`src/u8n1_pkg.sv`:
```
// Shared types and constants of the 8N1 serial transceiver.
package u8n1_pkg;

    localparam int unsigned DATA_BITS   = 8;
    localparam int unsigned FRAME_BITS  = DATA_BITS + 2;
    localparam int unsigned TIMER_W     = 16;
    localparam int unsigned CNT_W       = 4;
    localparam int unsigned CFG_IDX_W   = 2;
    localparam int unsigned CFG_DATA_W  = 16;
    localparam int unsigned IN_TDATA_W  = 16;
    localparam int unsigned OUT_TDATA_W = 16;

    typedef logic [TIMER_W-1:0]    t_timer;
    typedef logic [CNT_W-1:0]      t_cnt;
    typedef logic [DATA_BITS-1:0]  t_byte;
    typedef logic [FRAME_BITS-1:0] t_frame;

    localparam t_timer TIMER_ONE  = t_timer'(1);
    localparam t_cnt   CNT_ONE    = t_cnt'(1);
    localparam t_cnt   CNT_DATA   = t_cnt'(DATA_BITS);
    localparam t_cnt   CNT_FRAME  = t_cnt'(FRAME_BITS);
    localparam t_frame FRAME_ONES = '1;

    localparam t_timer BIT_PERIOD_RST   = t_timer'(434);
    localparam t_timer START_OFFSET_RST = t_timer'(144);

    typedef enum logic [CFG_IDX_W-1:0] {
        CFG_BIT_PERIOD   = 2'd0,
        CFG_START_OFFSET = 2'd1
    } t_cfg_idx;

    // input item, first field in the highest bits
    typedef struct packed {
        t_byte tx_byte;
        logic  tx_valid;
        logic  rx_level;
    } t_item;

    typedef struct packed {
        logic line;
        logic ready;
    } t_tx_res;

    typedef struct packed {
        logic  valid;
        t_byte data;
    } t_rx_res;

    // result item, first field in the highest bits
    typedef struct packed {
        t_byte rx_byte;
        logic  rx_valid;
        logic  tx_ready;
        logic  tx_line;
    } t_result;

endpackage

```
`src/u8n1_tx.sv`:
```
// Transmit framer: start bit, data bits LSB first, stop bit, one tick per item.
module u8n1_tx (
    input  logic                i_clk,
    input  logic                i_rst_n,
    input  logic                i_en,
    input  logic                i_offer,
    input  u8n1_pkg::t_byte     i_byte,
    input  u8n1_pkg::t_timer    i_bit_period,
    output u8n1_pkg::t_tx_res   o_res
);

    logic              r_active, n_active;
    u8n1_pkg::t_timer  r_timer,  n_timer;
    u8n1_pkg::t_cnt    r_cnt,    n_cnt;
    u8n1_pkg::t_frame  r_shift,  n_shift;

    logic              w_accept;
    logic              w_active0;
    u8n1_pkg::t_timer  w_timer0, w_timer1;
    u8n1_pkg::t_cnt    w_cnt0,   w_cnt1;
    u8n1_pkg::t_frame  w_shift0;

    always_comb begin
        w_accept  = !r_active && i_offer;
        w_active0 = r_active || w_accept;
        w_timer0  = w_accept ? '0 : r_timer;
        w_cnt0    = w_accept ? '0 : r_cnt;
        w_shift0  = w_accept ? {1'b1, i_byte, 1'b0} : r_shift;
        w_timer1  = w_timer0 + u8n1_pkg::TIMER_ONE;
        w_cnt1    = w_cnt0 + u8n1_pkg::CNT_ONE;

        n_active = w_active0;
        n_timer  = w_timer0;
        n_cnt    = w_cnt0;
        n_shift  = w_shift0;
        if (w_active0) begin
            // a period of zero behaves as one: the compare is always true
            if (w_timer1 >= i_bit_period) begin
                n_timer = '0;
                n_shift = {1'b1, w_shift0[u8n1_pkg::FRAME_BITS-1:1]};
                n_cnt   = w_cnt1;
                if (w_cnt1 >= u8n1_pkg::CNT_FRAME) begin
                    n_active = 1'b0;
                    n_cnt    = '0;
                    n_shift  = u8n1_pkg::FRAME_ONES;
                end
            end else begin
                n_timer = w_timer1;
            end
        end
    end

    always_comb begin
        o_res.line  = w_shift0[0];
        o_res.ready = w_accept;
    end

    always_ff @(posedge i_clk) begin
        if (!i_rst_n) begin
            r_active <= 1'b0;
            r_timer  <= '0;
            r_cnt    <= '0;
            r_shift  <= u8n1_pkg::FRAME_ONES;
        end else if (i_en) begin
            r_active <= n_active;
            r_timer  <= n_timer;
            r_cnt    <= n_cnt;
            r_shift  <= n_shift;
        end
    end

`ifndef ASSERT_OFF
    a_idle_line_high: assert property (@(posedge i_clk) disable iff (!i_rst_n)
        !r_active |-> (r_shift == u8n1_pkg::FRAME_ONES && r_cnt == '0))
        else $error("tx idle with frame bits pending");

    a_cnt_bound: assert property (@(posedge i_clk) disable iff (!i_rst_n)
        r_cnt < u8n1_pkg::CNT_FRAME)
        else $error("tx bit count past frame length");
`endif

endmodule

```
`src/u8n1_rx.sv`:
```
// Receive sampler: falling edge arms it, data bits sampled at offset plus k periods.
module u8n1_rx (
    input  logic                i_clk,
    input  logic                i_rst_n,
    input  logic                i_en,
    input  logic                i_level,
    input  u8n1_pkg::t_timer    i_bit_period,
    input  u8n1_pkg::t_timer    i_start_offset,
    output u8n1_pkg::t_rx_res   o_res
);

    logic              r_active, n_active;
    logic              r_prev,   n_prev;
    u8n1_pkg::t_timer  r_timer,  n_timer;
    u8n1_pkg::t_cnt    r_cnt,    n_cnt;
    u8n1_pkg::t_byte   r_shift,  n_shift;

    u8n1_pkg::t_timer  w_timer1;
    logic              w_valid;

    always_comb begin
        w_timer1 = r_timer + u8n1_pkg::TIMER_ONE;
        n_active = r_active;
        n_timer  = r_timer;
        n_cnt    = r_cnt;
        n_shift  = r_shift;
        n_prev   = i_level;
        w_valid  = 1'b0;
        if (r_active) begin
            if (r_cnt == '0) begin
                // waiting out the start offset
                if (w_timer1 >= i_start_offset) begin
                    n_timer = '0;
                    n_cnt   = u8n1_pkg::CNT_ONE;
                end else begin
                    n_timer = w_timer1;
                end
            end else if (w_timer1 >= i_bit_period) begin
                n_timer = '0;
                n_shift = {i_level, r_shift[u8n1_pkg::DATA_BITS-1:1]};
                if (r_cnt >= u8n1_pkg::CNT_DATA) begin
                    w_valid  = 1'b1;
                    n_active = 1'b0;
                    n_cnt    = '0;
                end else begin
                    n_cnt = r_cnt + u8n1_pkg::CNT_ONE;
                end
            end else begin
                n_timer = w_timer1;
            end
        end else if (r_prev && !i_level) begin
            n_active = 1'b1;
            n_timer  = '0;
            n_shift  = '0;
            n_cnt    = (i_start_offset == '0) ? u8n1_pkg::CNT_ONE : '0;
        end
    end

    always_comb begin
        o_res.valid = w_valid;
        o_res.data  = w_valid ? n_shift : '0;
    end

    always_ff @(posedge i_clk) begin
        if (!i_rst_n) begin
            r_active <= 1'b0;
            r_prev   <= 1'b1;
            r_timer  <= '0;
            r_cnt    <= '0;
            r_shift  <= '0;
        end else if (i_en) begin
            r_active <= n_active;
            r_prev   <= n_prev;
            r_timer  <= n_timer;
            r_cnt    <= n_cnt;
            r_shift  <= n_shift;
        end
    end

`ifndef ASSERT_OFF
    a_idle_cnt_clear: assert property (@(posedge i_clk) disable iff (!i_rst_n)
        !r_active |-> (r_cnt == '0))
        else $error("rx idle with bit count set");
`endif

endmodule

```
`src/u8n1_obuf.sv`:
```
// Result output register with one skid entry.
module u8n1_obuf (
    input  logic                        i_clk,
    input  logic                        i_rst_n,
    input  logic                        i_push,
    input  u8n1_pkg::t_result           i_data,
    output logic                        o_full,
    output logic                        o_valid,
    input  logic                        i_ready,
    output u8n1_pkg::t_result           o_data
);

    logic               r_out_valid,  n_out_valid;
    logic               r_skid_valid, n_skid_valid;
    u8n1_pkg::t_result  r_out_data,   n_out_data;
    u8n1_pkg::t_result  r_skid_data,  n_skid_data;
    logic               w_pop;

    always_comb begin
        w_pop        = r_out_valid && i_ready;
        n_out_valid  = r_out_valid;
        n_skid_valid = r_skid_valid;
        n_out_data   = r_out_data;
        n_skid_data  = r_skid_data;
        if (w_pop) begin
            if (r_skid_valid) begin
                n_out_data   = r_skid_data;
                n_skid_valid = i_push;
                n_skid_data  = i_data;
            end else begin
                n_out_valid = i_push;
                n_out_data  = i_data;
            end
        end else if (i_push) begin
            if (!r_out_valid) begin
                n_out_valid = 1'b1;
                n_out_data  = i_data;
            end else begin
                n_skid_valid = 1'b1;
                n_skid_data  = i_data;
            end
        end
    end

    always_ff @(posedge i_clk) begin
        if (!i_rst_n) begin
            r_out_valid  <= 1'b0;
            r_skid_valid <= 1'b0;
        end else begin
            r_out_valid  <= n_out_valid;
            r_skid_valid <= n_skid_valid;
        end
    end

    always_ff @(posedge i_clk) begin
        r_out_data  <= n_out_data;
        r_skid_data <= n_skid_data;
    end

    assign o_full  = r_skid_valid;
    assign o_valid = r_out_valid;
    assign o_data  = r_out_data;

`ifndef ASSERT_OFF
    a_skid_behind_out: assert property (@(posedge i_clk) disable iff (!i_rst_n)
        r_skid_valid |-> r_out_valid)
        else $error("skid entry held with empty output register");
`endif

endmodule

```
`src/uart_8n1_transceiver.sv`:
```
// Top level of the 8N1 serial transceiver: input register, line logic, result buffer.
//
// Each transfer on the s_axis side is one clock tick of the serial line
// sampler: the current receive line level plus an optional byte to send.
// Each such transfer produces exactly one result transfer on m_axis: the
// transmit line level for that tick, whether the offered byte was taken,
// and a received byte when one completes on that tick.
// Path: a transfer is captured in the input register, passes the line logic
// and is captured in the output register of the result buffer, which drives m_axis.
// Throughput: one transfer per cycle while m_axis does not stall; the transmit
// and receive state updates are register loops of one 16-bit timer add each.
// s_axis_tready depends only on registers: it drops when the input
// register is full and the skid entry of the output buffer is occupied,
// so a stalled m_axis holds up to three transfers in flight.
// Reset (synchronous, active low) idles both directions, drives the
// transmit line high, and loads bit_period 434 and start_offset 144.
// Configuration writes take effect at the write edge; write them only
// while no transfer is in flight.
module uart_8n1_transceiver (
    input  logic                                i_clk,
    input  logic                                i_rst_n,
    // configuration
    input  logic                                i_cfg_we,
    input  logic [u8n1_pkg::CFG_IDX_W-1:0]      i_cfg_idx,
    input  logic [u8n1_pkg::CFG_DATA_W-1:0]     i_cfg_data,
    // input ticks
    input  logic                                s_axis_tvalid,
    output logic                                s_axis_tready,
    // [0] rx_level, [1] tx_valid, [9:2] tx_byte, [15:10] unused
    input  logic [u8n1_pkg::IN_TDATA_W-1:0]     s_axis_tdata,
    // results
    output logic                                m_axis_tvalid,
    input  logic                                m_axis_tready,
    // [0] tx_line, [1] tx_ready, [2] rx_valid, [10:3] rx_byte, [15:11] zero
    output logic [u8n1_pkg::OUT_TDATA_W-1:0]    m_axis_tdata
);

    u8n1_pkg::t_timer   r_bit_period;
    u8n1_pkg::t_timer   r_start_offset;

    logic               r_in_valid;
    u8n1_pkg::t_item    r_in_data;

    logic               w_advance;
    logic               w_obuf_full;
    u8n1_pkg::t_tx_res  w_tx;
    u8n1_pkg::t_rx_res  w_rx;
    u8n1_pkg::t_result  w_result;
    u8n1_pkg::t_result  w_out_data;

    // configuration registers
    always_ff @(posedge i_clk) begin
        if (!i_rst_n) begin
            r_bit_period   <= u8n1_pkg::BIT_PERIOD_RST;
            r_start_offset <= u8n1_pkg::START_OFFSET_RST;
        end else if (i_cfg_we) begin
            unique case (u8n1_pkg::t_cfg_idx'(i_cfg_idx))
                u8n1_pkg::CFG_BIT_PERIOD:   r_bit_period   <= i_cfg_data;
                u8n1_pkg::CFG_START_OFFSET: r_start_offset <= i_cfg_data;
                default: ;
            endcase
        end
    end

    // input register
    assign w_advance     = r_in_valid && !w_obuf_full;
    assign s_axis_tready = !r_in_valid || !w_obuf_full;

    always_ff @(posedge i_clk) begin
        if (!i_rst_n) begin
            r_in_valid <= 1'b0;
        end else if (s_axis_tready) begin
            r_in_valid <= s_axis_tvalid;
        end
    end

    always_ff @(posedge i_clk) begin
        if (s_axis_tvalid && s_axis_tready) begin
            r_in_data <= s_axis_tdata[$bits(u8n1_pkg::t_item)-1:0];
        end
    end

    u8n1_tx u_tx (
        .i_clk        (i_clk),
        .i_rst_n      (i_rst_n),
        .i_en         (w_advance),
        .i_offer      (r_in_data.tx_valid),
        .i_byte       (r_in_data.tx_byte),
        .i_bit_period (r_bit_period),
        .o_res        (w_tx)
    );

    u8n1_rx u_rx (
        .i_clk          (i_clk),
        .i_rst_n        (i_rst_n),
        .i_en           (w_advance),
        .i_level        (r_in_data.rx_level),
        .i_bit_period   (r_bit_period),
        .i_start_offset (r_start_offset),
        .o_res          (w_rx)
    );

    always_comb begin
        w_result.tx_line  = w_tx.line;
        w_result.tx_ready = w_tx.ready;
        w_result.rx_valid = w_rx.valid;
        w_result.rx_byte  = w_rx.data;
    end

    u8n1_obuf u_obuf (
        .i_clk   (i_clk),
        .i_rst_n (i_rst_n),
        .i_push  (w_advance),
        .i_data  (w_result),
        .o_full  (w_obuf_full),
        .o_valid (m_axis_tvalid),
        .i_ready (m_axis_tready),
        .o_data  (w_out_data)
    );

    assign m_axis_tdata = u8n1_pkg::OUT_TDATA_W'(w_out_data);

`ifndef ASSERT_OFF
    a_ready_when_skid_free: assert property (@(posedge i_clk) disable iff (!i_rst_n)
        !w_obuf_full |-> s_axis_tready)
        else $error("input stalled with room in output buffer");
`endif

endmodule
```
`config.mk`:
```
export PLATFORM = sky130hd
export DESIGN_NAME = uart_8n1_transceiver
export DESIGN_NICKNAME = d
export VERILOG_FILES = /design/src/u8n1_pkg.sv /design/src/u8n1_tx.sv /design/src/u8n1_rx.sv /design/src/u8n1_obuf.sv /design/src/uart_8n1_transceiver.sv
export SDC_FILE = /design/constraint.sdc
export NUM_CORES = 1
export LEC_CHECK = 0
export ABC_AREA = 1
export BUFFER_PORTS_ARGS = -buffer_cell sky130_fd_sc_hd__buf_4
export CAP_MARGIN = 15
export CORE_ASPECT_RATIO = 1.25
export CORE_MARGIN = 4
export CORE_UTILIZATION = 61
export CTS_CLUSTER_DIAMETER = 80
export DETAILED_ROUTE_END_ITERATION = 12
export PLACE_DENSITY = 0.9
export SKIP_CTS_REPAIR_TIMING = 1
export SYNTH_ARGS = -nofsm -noshare
export SYNTH_HDL_FRONTEND = slang
export SYNTH_SLANG_ARGS = --single-unit
```
`constraint.sdc`:
```
create_clock -name i_clk -period 4.32 [get_ports i_clk]
set_input_delay 0.432 -clock i_clk [delete_from_list [all_inputs] [get_ports i_clk]]
set_output_delay 0.432 -clock i_clk [all_outputs]
set_load 0.05 [all_outputs]
```
### Word-level counts from Yosys, hierarchy flattened

Cells that the tools add are included.

* mux-type cells: 55
* equality and inequality tests: 6
* reductions and logical operators: 25
* $lt $le $gt $ge: 5
* add/subtract/negate cells: 4

Operators by type and width (number)
* 2-to-1 mux 16 bit: 8
* 2-to-1 mux 11 bit: 8
* greater-or-equal comparator 16 bit: 3
* 2-to-1 mux 4 bit: 10
* 2-to-1 mux 8 bit: 5
* adder 16 x 1 -> 16 bit (second input constant): 2
* 2-to-1 mux 10 bit: 3
* 2-to-1 mux 1 bit: 20
* logical NOT 16 bit: 1
* AND reduction 2 bit: 6
* 2-to-1 mux 9 bit: 1
* adder 4 x 1 -> 4 bit (second input constant): 2
* greater-or-equal comparator 4 bit (second input constant): 2
* != test 3 bit (second input constant): 2
* nonzero test 2 bit: 3
* logical AND 1 bit: 5
* logical NOT 1 bit: 4
* logical NOT 4 bit: 1
* != test 2 bit (second input constant): 2
* AND reduction 4 bit: 1
* AND reduction 3 bit: 1
* equality test 2 x 1 -> 1 bit (second input constant): 1
* logical NOT 2 bit: 1
* logical OR 1 bit: 2
* != test 2 x 1 -> 1 bit (second input constant): 1

* word-level logic and storage cells: 120
* input port bits: 39
* flip-flop bits (word level): 128
* output and inout bits: 18

### Longest topological paths before layout

Gate-level depths: netlist of run 1.

* depth in word-level cells: 9
* depth in mapped cells: 24
* mapped depth without buffers: 23

### Hierarchy

Synthesis of run 1 repeated with hierarchy kept, for this count alone.

* cell total of the unflattened synthesis: 1169
* area total of the unflattened synthesis: 8240.4 µm²

Modules (own cells, without submodules)
* u8n1_rx: instances 1, seq. area each 600.6 µm², cells an instance 452, area an instance 2904.0 µm²
* u8n1_tx: instances 1, seq. area each 620.6 µm², cells an instance 423, area an instance 2675.1 µm²
* uart_8n1_transceiver: instances 1, seq. area each 960.9 µm², cells an instance 217, area an instance 1717.9 µm²
* u8n1_obuf: instances 1, seq. area each 700.7 µm², cells an instance 77, area an instance 943.4 µm²

### Least setup slack after synthesis of run 1

Ideal clock, no wire load.

* path kind: register to register
* start: register r_in_data[1] in the netlist's numbering
* end: register u_tx.r_cnt[3]
* period minus slack after synthesis: 3.114 ns
* slack: 1.206 ns
* cell stages (with the launch flop): 22
* data required time: 4.201 ns
* path buffers: 1
* data arrival time: 2.995 ns
* setup time: 0.119 ns
* cell sequence: edfxtp_1 -> inv_2 -> nor2_4 -> buf_6 -> nor2_1 -> ha_1 -> nand2_1 -> nor2_2 -> nand3_2 -> nor2_4 -> nand2_1 -> xor2_2 -> ha_1 -> nand2_1 -> nor4_2 -> nand3_1 -> nand3_2 -> clkinv_1 -> nand2_1 -> nand2_1 -> nand2_1 -> a21oi_1

RTL lines
* start: declaration: line uart_8n1_transceiver.sv:42 `u8n1_pkg::t_item r_in_data;`
* start signal: assignment: line uart_8n1_transceiver.sv:79 `r_in_data <= s_axis_tdata[$bits(u8n1_pkg::t_item)-1:0];`
* end signal: assignment: line u8n1_tx.sv:67 `r_cnt <= n_cnt;`
* end: declaration: line u8n1_tx.sv:14 `u8n1_pkg::t_cnt r_cnt, n_cnt;`

### Worst setup path after layout of run 1

* start: register r_in_data[1] in the netlist's numbering
* end: register u_tx.r_cnt[3]

* cells in the longest elaborated chain, start to end: 7
* elaborated cells on any way between the ends: 11
* those cells by class: 2 x add/sub; 2 x order compare; 5 x mux; 2 x reduce/logical

Ends and longest elaborated chain
* logical AND 1 bit (*): line u8n1_tx.sv:24 `w_accept = !r_active && i_offer;`
* branches (longest 5 deep; another with adder 16 x 1 -> 16 bit)
* 2-to-1 mux 4 bit (*): line u8n1_tx.sv:36 `if (w_active0) begin`

Every way passes the cells marked *.
A chain may end at the register's enable or synchronous reset.

==> results of run 1 <==
## stage by stage
step	setup WS [ns]	cell area, um2	utilization (%)
3_5_place_dp	0.651	7690	65.9
5_1_grt	0.233	8290	71.0
3_3_place_gp	0.738	7690	65.9
4_1_cts	0.580	8280	71.0
6_report	0.532	8290	71.0
2_1_floorplan	1.21	7330	-
## cell families (layout without fill, tap and decap cells)
family | count (synthesis) | in the layout
simple gates | 404 | 404
compound gates | 189 | 189
buf+inv | 157 | 199
flops | 128 | 128
fa+ha+maj | 54 | 54
xor+xnor | 27 | 27
mux | 9 | 9
other cells | 1 | 5
## worst max-delay path, stage by stage, from the launching register on
cell      delay (ns)
edfxtp_1        0.40
inv_2           0.09
nor2_4          0.09
inv_2           0.40
nand2_1         0.20
nor2_1          0.20
nand3_1         0.11
nor2_2          0.15
nand2_1         0.10
xor2_2          0.17
ha_1            0.30
nand2_1         0.10
nor4_2          0.35
nand3_1         0.13
nand3_2         0.16
clkinv_1        0.28
nand2_1         0.15
nand2_1         0.12
nand2_1         0.10
a21oi_1         0.06
## cell usage in the layout (no fill, tap or decap), types with 2 or more instances in the layout
| cell | instances |
|---|---|
| nor2_2 | 6 |
| a21o_1 | 3 |
| nor2_4 | 6 |
| inv_6 | 7 |
| nand4_1 | 10 |
| nand3_2 | 5 |
| dfxtp_1 | 96 |
| o211ai_1 | 8 |
| mux2i_1 | 9 |
| xnor2_1 | 3 |
| nor2_1 | 78 |
| nor4_1 | 5 |
| nand3b_1 | 3 |
| a21oi_1 | 116 |
| nand3_1 | 45 |
| edfxtp_1 | 32 |
| nand2_2 | 5 |
| nor3_1 | 7 |
| conb_1 | 5 |
| clkinv_1 | 3 |
| bufinv_16 | 2 |
| buf_4 | 49 |
| ha_1 | 54 |
| clkinv_4 | 4 |
| o21ai_0 | 54 |
| xor2_1 | 21 |
| or2_2 | 2 |
| inv_2 | 9 |
| nand2_1 | 226 |
| nor3_2 | 3 |
| o21ai_1 | 4 |
| clkbuf_16 | 17 |
| inv_1 | 107 |
| xor2_2 | 3 |
## registers in the layout (all words and copies together) (netlist names)
name,cells
r_bit_period,16
r_start_offset,16
u_rx.r_timer,16
u_tx.r_timer,16
u_obuf.o_data,11
u_obuf.r_skid_data,11
r_in_data,10
u_tx.r_shift,10
u_rx.r_shift,8
u_rx.r_cnt,4
u_tx.r_cnt,4
r_in_valid,1
u_obuf.o_full,1
u_obuf.o_valid,1
u_rx.r_active,1
u_rx.r_prev,1
u_tx.r_active,1
## area by class of cell
class / instances / area (um2) / area share (%)
clock inverters: 15 / 171 / 2.07
inverters: 118 / 443 / 5.34
repair buffers: 49 / 368 / 4.44
well taps: 161 / 201 / 2.43
multi-input cells: 688 / 3800 / 45.8
clock buffers: 17 / 425 / 5.13
flip-flops and latches: 128 / 2880 / 34.8
## worst paths after layout
check | from | endpoint | cells after the start | slack [ns]
min | s_axis_tdata[5] | r_in_data[5]$_DFFE_PP_ | 1 | 0.18
max | r_in_data[1]$_DFFE_PP_ | u_tx.r_cnt[3]$_SDFFE_PN0P_ | 19 | 0.53
max reg2reg | r_in_data[1]$_DFFE_PP_ | u_tx.r_cnt[3]$_SDFFE_PN0P_ | 19 | 0.53
min reg2reg | u_tx.r_shift[9]$_SDFFE_PN1P_ | u_tx.r_shift[9]$_SDFFE_PN1P_ | 2 | 0.45
## power groups by stage
stage | registers (W) | clock network (W) | logic, W
2_1_floorplan | 0.00136 | 0 | 0.000254
3_3_place_gp | 0.00134 | 0 | 0.000347
3_5_place_dp | 0.00134 | 0 | 0.000360
4_1_cts | 0.00132 | 0.00145 | 0.000368
5_1_grt | 0.00132 | 0.00151 | 0.000413
6_report | 0.00132 | 0.00145 | 0.000372
## routing by layer
| layer | GRT usage (%) | up-vias | part of all wire [%] |
|---|---|---|---|
| met2 | 44.3 | 223 | 52 |
| met3 | 4.91 | 47 | 5.2 |
| met5 | 0 | - | 0 |
| met1 | 28.5 | 3008 | 40 |
| li1 | - | 3239 | - |
| met4 | 11.6 | 0 | 3.1 |
==> run summary, run 1 <==
status -> finished, final reports clean
core footprint -> 11700 um2
Area growth, synth to finish -> 13.4%
proportion of synthesized area in mux cells -> 1.23%
Post-Syn Instances -> 969
Post-Layout Cell Count -> 1176
async set-reset flop share out of synthesis -> 0%
hold slack final -> 0.181 ns
Least-Margin Pin Slew -> 1.04 ns
Layout Skew -> 0.00854 ns
clock latency on the worst-skew pair -> 0.42 ns
Post-route DRC -> 0
Int Pwr -> 0.00227 W
leading area contributor after synthesis -> dfxtp_1
die area -> 13800 um2
critical path startpoint category -> register
worst hold-check path type -> in2reg
P_leak -> 3.70 nW
Design Power -> 0.00314 W
CP Max Fanout -> 22
initial antenna violation count -> 0
Site Rows -> 44
CP Data Required Time -> 4.62 ns
average size of a mapped cell -> 7.55 um2
Ys Warns -> 0
Routed WL -> 16900 um
total grt overflow -> 0
Ports -> 57
Pre-antenna DRT Iters -> 6
main area contributors after synthesis -> dfxtp_1 26%, edfxtp_1 13%, nand2_1 12%, ha_1 9.2%, a21oi_1 7.9%
Overall Global Routing Usage -> 24.7%
logic gate share of total power -> 11.8%
Die Span X -> 106 um
Sw Pwr -> 0.000870 W
crit end category -> register
DP Wirelength -> 11300 um
critical path class -> reg2reg
CTS Sinks -> 128
Seq/Total Area, Yosys -> 39.4%
nets -> 1095
RSZ-0062 raised after global routing -> false
final worst path period share -> 87.7%
Inserted Diodes -> 0
share of post-route cells with drive strength above 1 -> 11.9%
Synth Area in XOR/XNOR -> 3.54%
Vias -> 6517
Reg clk slew, reported paths -> 0.06 ns
Routed WL per cell -> 14.4 um
total negative slack -> 0 ns
top cell type's share of synthesized area -> 26.3%
Initial Util -> 62.7%
max-slew violations -> 0
count leader, synth -> nand2_1
Fin. Hold Viols -> 0
worst path arrival time -> 4.09 ns
Fmax -> 264 MHz
CTS tree -> done
Port-buffer cells -> 45
largest net degree at the start of global routing -> 56
compound-gate portion of the synthesized area -> 13.5%
simple-gate portion of the synthesized area -> 24.2%
predominant post-synthesis flop cell -> dfxtp_1
chip height -> 130 um
CTS Buffer Depth -> 2
Post-synth EDFFs -> 32
root buffer cell -> clkbuf_16
most common library cells after synthesis -> 226 x nand2_1, 116 x a21oi_1, 107 x inv_1, 96 x dfxtp_1, 78 x nor2_1
mapped cell area -> 7310 um2
initial DRC count -> 463
DP Cell Count -> 1143
Power Density -> 379 nW/um2
adder-cell area share of the yosys netlist -> 9.24%
Finish-stage setup viols -> 0
post-route antenna net violation count -> 0
first-pass GRT wire length -> 27500 um
RePlAce Congestion -> 0.865
maximum vdd drop -> 0.267 mV
clock buffer count from CTS -> 17
Max Cap Violations -> 0
Synth Register Bits -> 128
H-tree Lvls -> 4
post-synth cell types -> 41
largest family of logic cells by synthesized area -> simple AND/OR/NAND/NOR gates
vias in the first global route -> 6153
min Tclk post-route -> 3.79 ns
Slew headroom -> 30.4%
sequential share of power -> 42.0%
Vias/cell -> 5.54
Sw Share -> 27.7%
Fillers -> 845
Clk network pwr share -> 46.2%
(Power assumes the default switching activity.)
==> run 2: changes to the inputs <==
--- a/config.mk
+++ b/config.mk
@@ -10,11 +10,12 @@
 export CAP_MARGIN = 15
 export CORE_ASPECT_RATIO = 1.25
 export CORE_MARGIN = 4
-export CORE_UTILIZATION = 61
+export CORE_UTILIZATION = 35
 export CTS_CLUSTER_DIAMETER = 80
 export DETAILED_ROUTE_END_ITERATION = 12
-export PLACE_DENSITY = 0.9
+export PLACE_DENSITY = 0.6
 export SKIP_CTS_REPAIR_TIMING = 1
+export SLEW_MARGIN = 25
 export SYNTH_ARGS = -nofsm -noshare
 export SYNTH_HDL_FRONTEND = slang
 export SYNTH_SLANG_ARGS = --single-unit
==> run summary, run 2 (synthesis gave the netlist of run 1 again) <==
share of post-route cells with drive strength above 1 -> 12.2%
max-slew violations -> 0
critical path class -> reg2reg
CTS Buffer Depth -> 2
maximum vdd drop -> 0.266 mV
Least-Margin Pin Slew -> 0.762 ns
total grt overflow -> 0
Area growth, synth to finish -> 14.9%
final worst path period share -> 85.7%
CTS tree -> done
Vias/cell -> 4.73
CP Data Required Time -> 4.63 ns
Finish-stage setup viols -> 0
Int Pwr -> 0.00220 W
Port-buffer cells -> 45
total negative slack -> 0 ns
CP Max Fanout -> 13
worst hold-check path type -> in2reg
RePlAce Congestion -> 0.837
sequential share of power -> 43.2%
H-tree Lvls -> 4
Inserted Diodes -> 0
DP Wirelength -> 11700 um
Pre-antenna DRT Iters -> 4
Die Span X -> 137 um
most common cell after layout, fill and taps aside -> nand2_1
initial DRC count -> 333
Overall Global Routing Usage -> 14.4%
Power Density -> 363 nW/um2
initial antenna violation count -> 0
CTS Sinks -> 128
hold slack final -> 0.178 ns
WP buf/inv -> 2
worst path cell trace -> inv_2 -> nor2_4 -> nor2_1 -> ha_1 -> nand2_1 -> nor2_2 -> nand3_2 -> nor2_4 -> nand2_1 -> xor2_2 -> ha_1 -> nand2_1 -> nor4_2 -> nand3_1 -> nand3_2 -> clkinv_1 -> nand2_1 -> nand2_1 -> nand2_1 -> a21oi_1
RSZ-0062 raised after global routing -> false
Crit path largest cell delay -> 0.40 ns
Clk network pwr share -> 44.9%
slowest CP cell -> edfxtp_1
critical path startpoint category -> register
Sw Pwr -> 0.000846 W
Final Core Density -> 41.4%
P_leak -> 3.68 nW
min Tclk post-route -> 3.70 ns
Design Power -> 0.00305 W
Max Cap Violations -> 0
Multi-input gate area -> 3810 um2
delay-heaviest family, CP -> simple AND/OR/NAND/NOR gates
vias in the first global route -> 5764
Post-Layout Cell Count -> 1285
DP Cell Count -> 1253
crit end category -> register
Reg clk slew, reported paths -> 0.06 ns
Initial Util -> 36.0%
Fin. Hold Viols -> 0
Routed WL per cell -> 12.5 um
Post-route DRC -> 0
nets -> 1095
Layout Skew -> 0.0103 ns
chip height -> 170 um
Reg area -> 2880 um2
most frequent cells in the layout -> 226 x nand2_1, 114 x a21oi_1, 107 x inv_1, 96 x dfxtp_1, 77 x nor2_1
clock latency on the worst-skew pair -> 0.43 ns
Fillers -> 2087
Vias -> 6080
first-pass GRT wire length -> 26800 um
worst path arrival time -> 4.01 ns
root buffer cell -> clkbuf_16
status -> finished, final reports clean
Fmax -> 270 MHz
Ports -> 57
Slew headroom -> 49.2%
die area -> 23300 um2
Sw Share -> 27.7%
logic gate share of total power -> 11.9%
largest net degree at the start of global routing -> 56
most frequent CP cell -> nand2_1
post-route antenna net violation count -> 0
core footprint -> 20300 um2
Routed WL -> 16000 um
Site Rows -> 58
clock buffer count from CTS -> 17
## run 2: cell types whose count changed in the layout (fill, tap and decap cells not counted), moves of 2 or more
cell and delta:
a21oi_1 -2, a21oi_2 +2, clkinv_2 +2, clkinv_4 -2
clkinvlp_4 +3
## run 2: worst paths after layout
check                          startpoint                           end  slack (ns)  cells after the start
min reg2reg  u_tx.r_shift[9]$_SDFFE_PN1P_  u_tx.r_shift[9]$_SDFFE_PN1P_        0.45                      2
max reg2reg        r_in_data[1]$_DFFE_PP_    u_tx.r_cnt[3]$_SDFFE_PN0P_        0.62                     20
min                       s_axis_tdata[8]        r_in_data[8]$_DFFE_PP_        0.18                      1
max                r_in_data[1]$_DFFE_PP_    u_tx.r_cnt[3]$_SDFFE_PN0P_        0.62                     20
## run 2: worst register-to-register path, stage by stage (launching register included)
cell and delay [ns]:
edfxtp_1 0.40, inv_2 0.09, nor2_4 0.09, nor2_1 0.17
ha_1 0.21, nand2_1 0.07, nor2_2 0.21, nand3_2 0.15
nor2_4 0.14, nand2_1 0.11, xor2_2 0.17, ha_1 0.28
nand2_1 0.09, nor4_2 0.38, nand3_1 0.14, nand3_2 0.18
clkinv_1 0.30, nand2_1 0.14, nand2_1 0.10, nand2_1 0.11
a21oi_1 0.06
## run 2: per-stage QoR
stage	worst slack (ns)	instance area [um2]
after floorplan	1.21	7330
after global placement	0.638	7830
after detailed placement	0.580	7840
after CTS	0.547	8400
after global routing	0.237	8400
final	0.619	8400
## run 2: final cells by class
| cell class | count | share of cell area, % |
|---|---|---|
| clock buffer | 18 | 5.11 |
| timing repair buffer | 49 | 4.38 |
| tap | 270 | 4.02 |
| sequential | 128 | 34.3 |
| multi-input combinational | 688 | 45.3 |
| inverter | 118 | 5.27 |
| clock inverter | 14 | 1.58 |
## run 2: routing by layer
layer,routed length (um),up-vias,track usage (%)
met3,392,25,3.32
met4,338,0,5.69
met2,8030,70,25.1
met5,0,-,0
li1,-,3247,-
met1,7270,2738,16.9
## run 2: power groups by stage
| stage | Sequential, W | Clock [W] | Combinational, W |
|---|---|---|---|
| detailed placement | 0.00134 | 0 | 0.000366 |
| global placement | 0.00134 | 0 | 0.000361 |
| finish | 0.00132 | 0.00137 | 0.000363 |
| floorplan | 0.00136 | 0 | 0.000254 |
| CTS | 0.00132 | 0.00141 | 0.000368 |
| global route | 0.00132 | 0.00146 | 0.000415 |
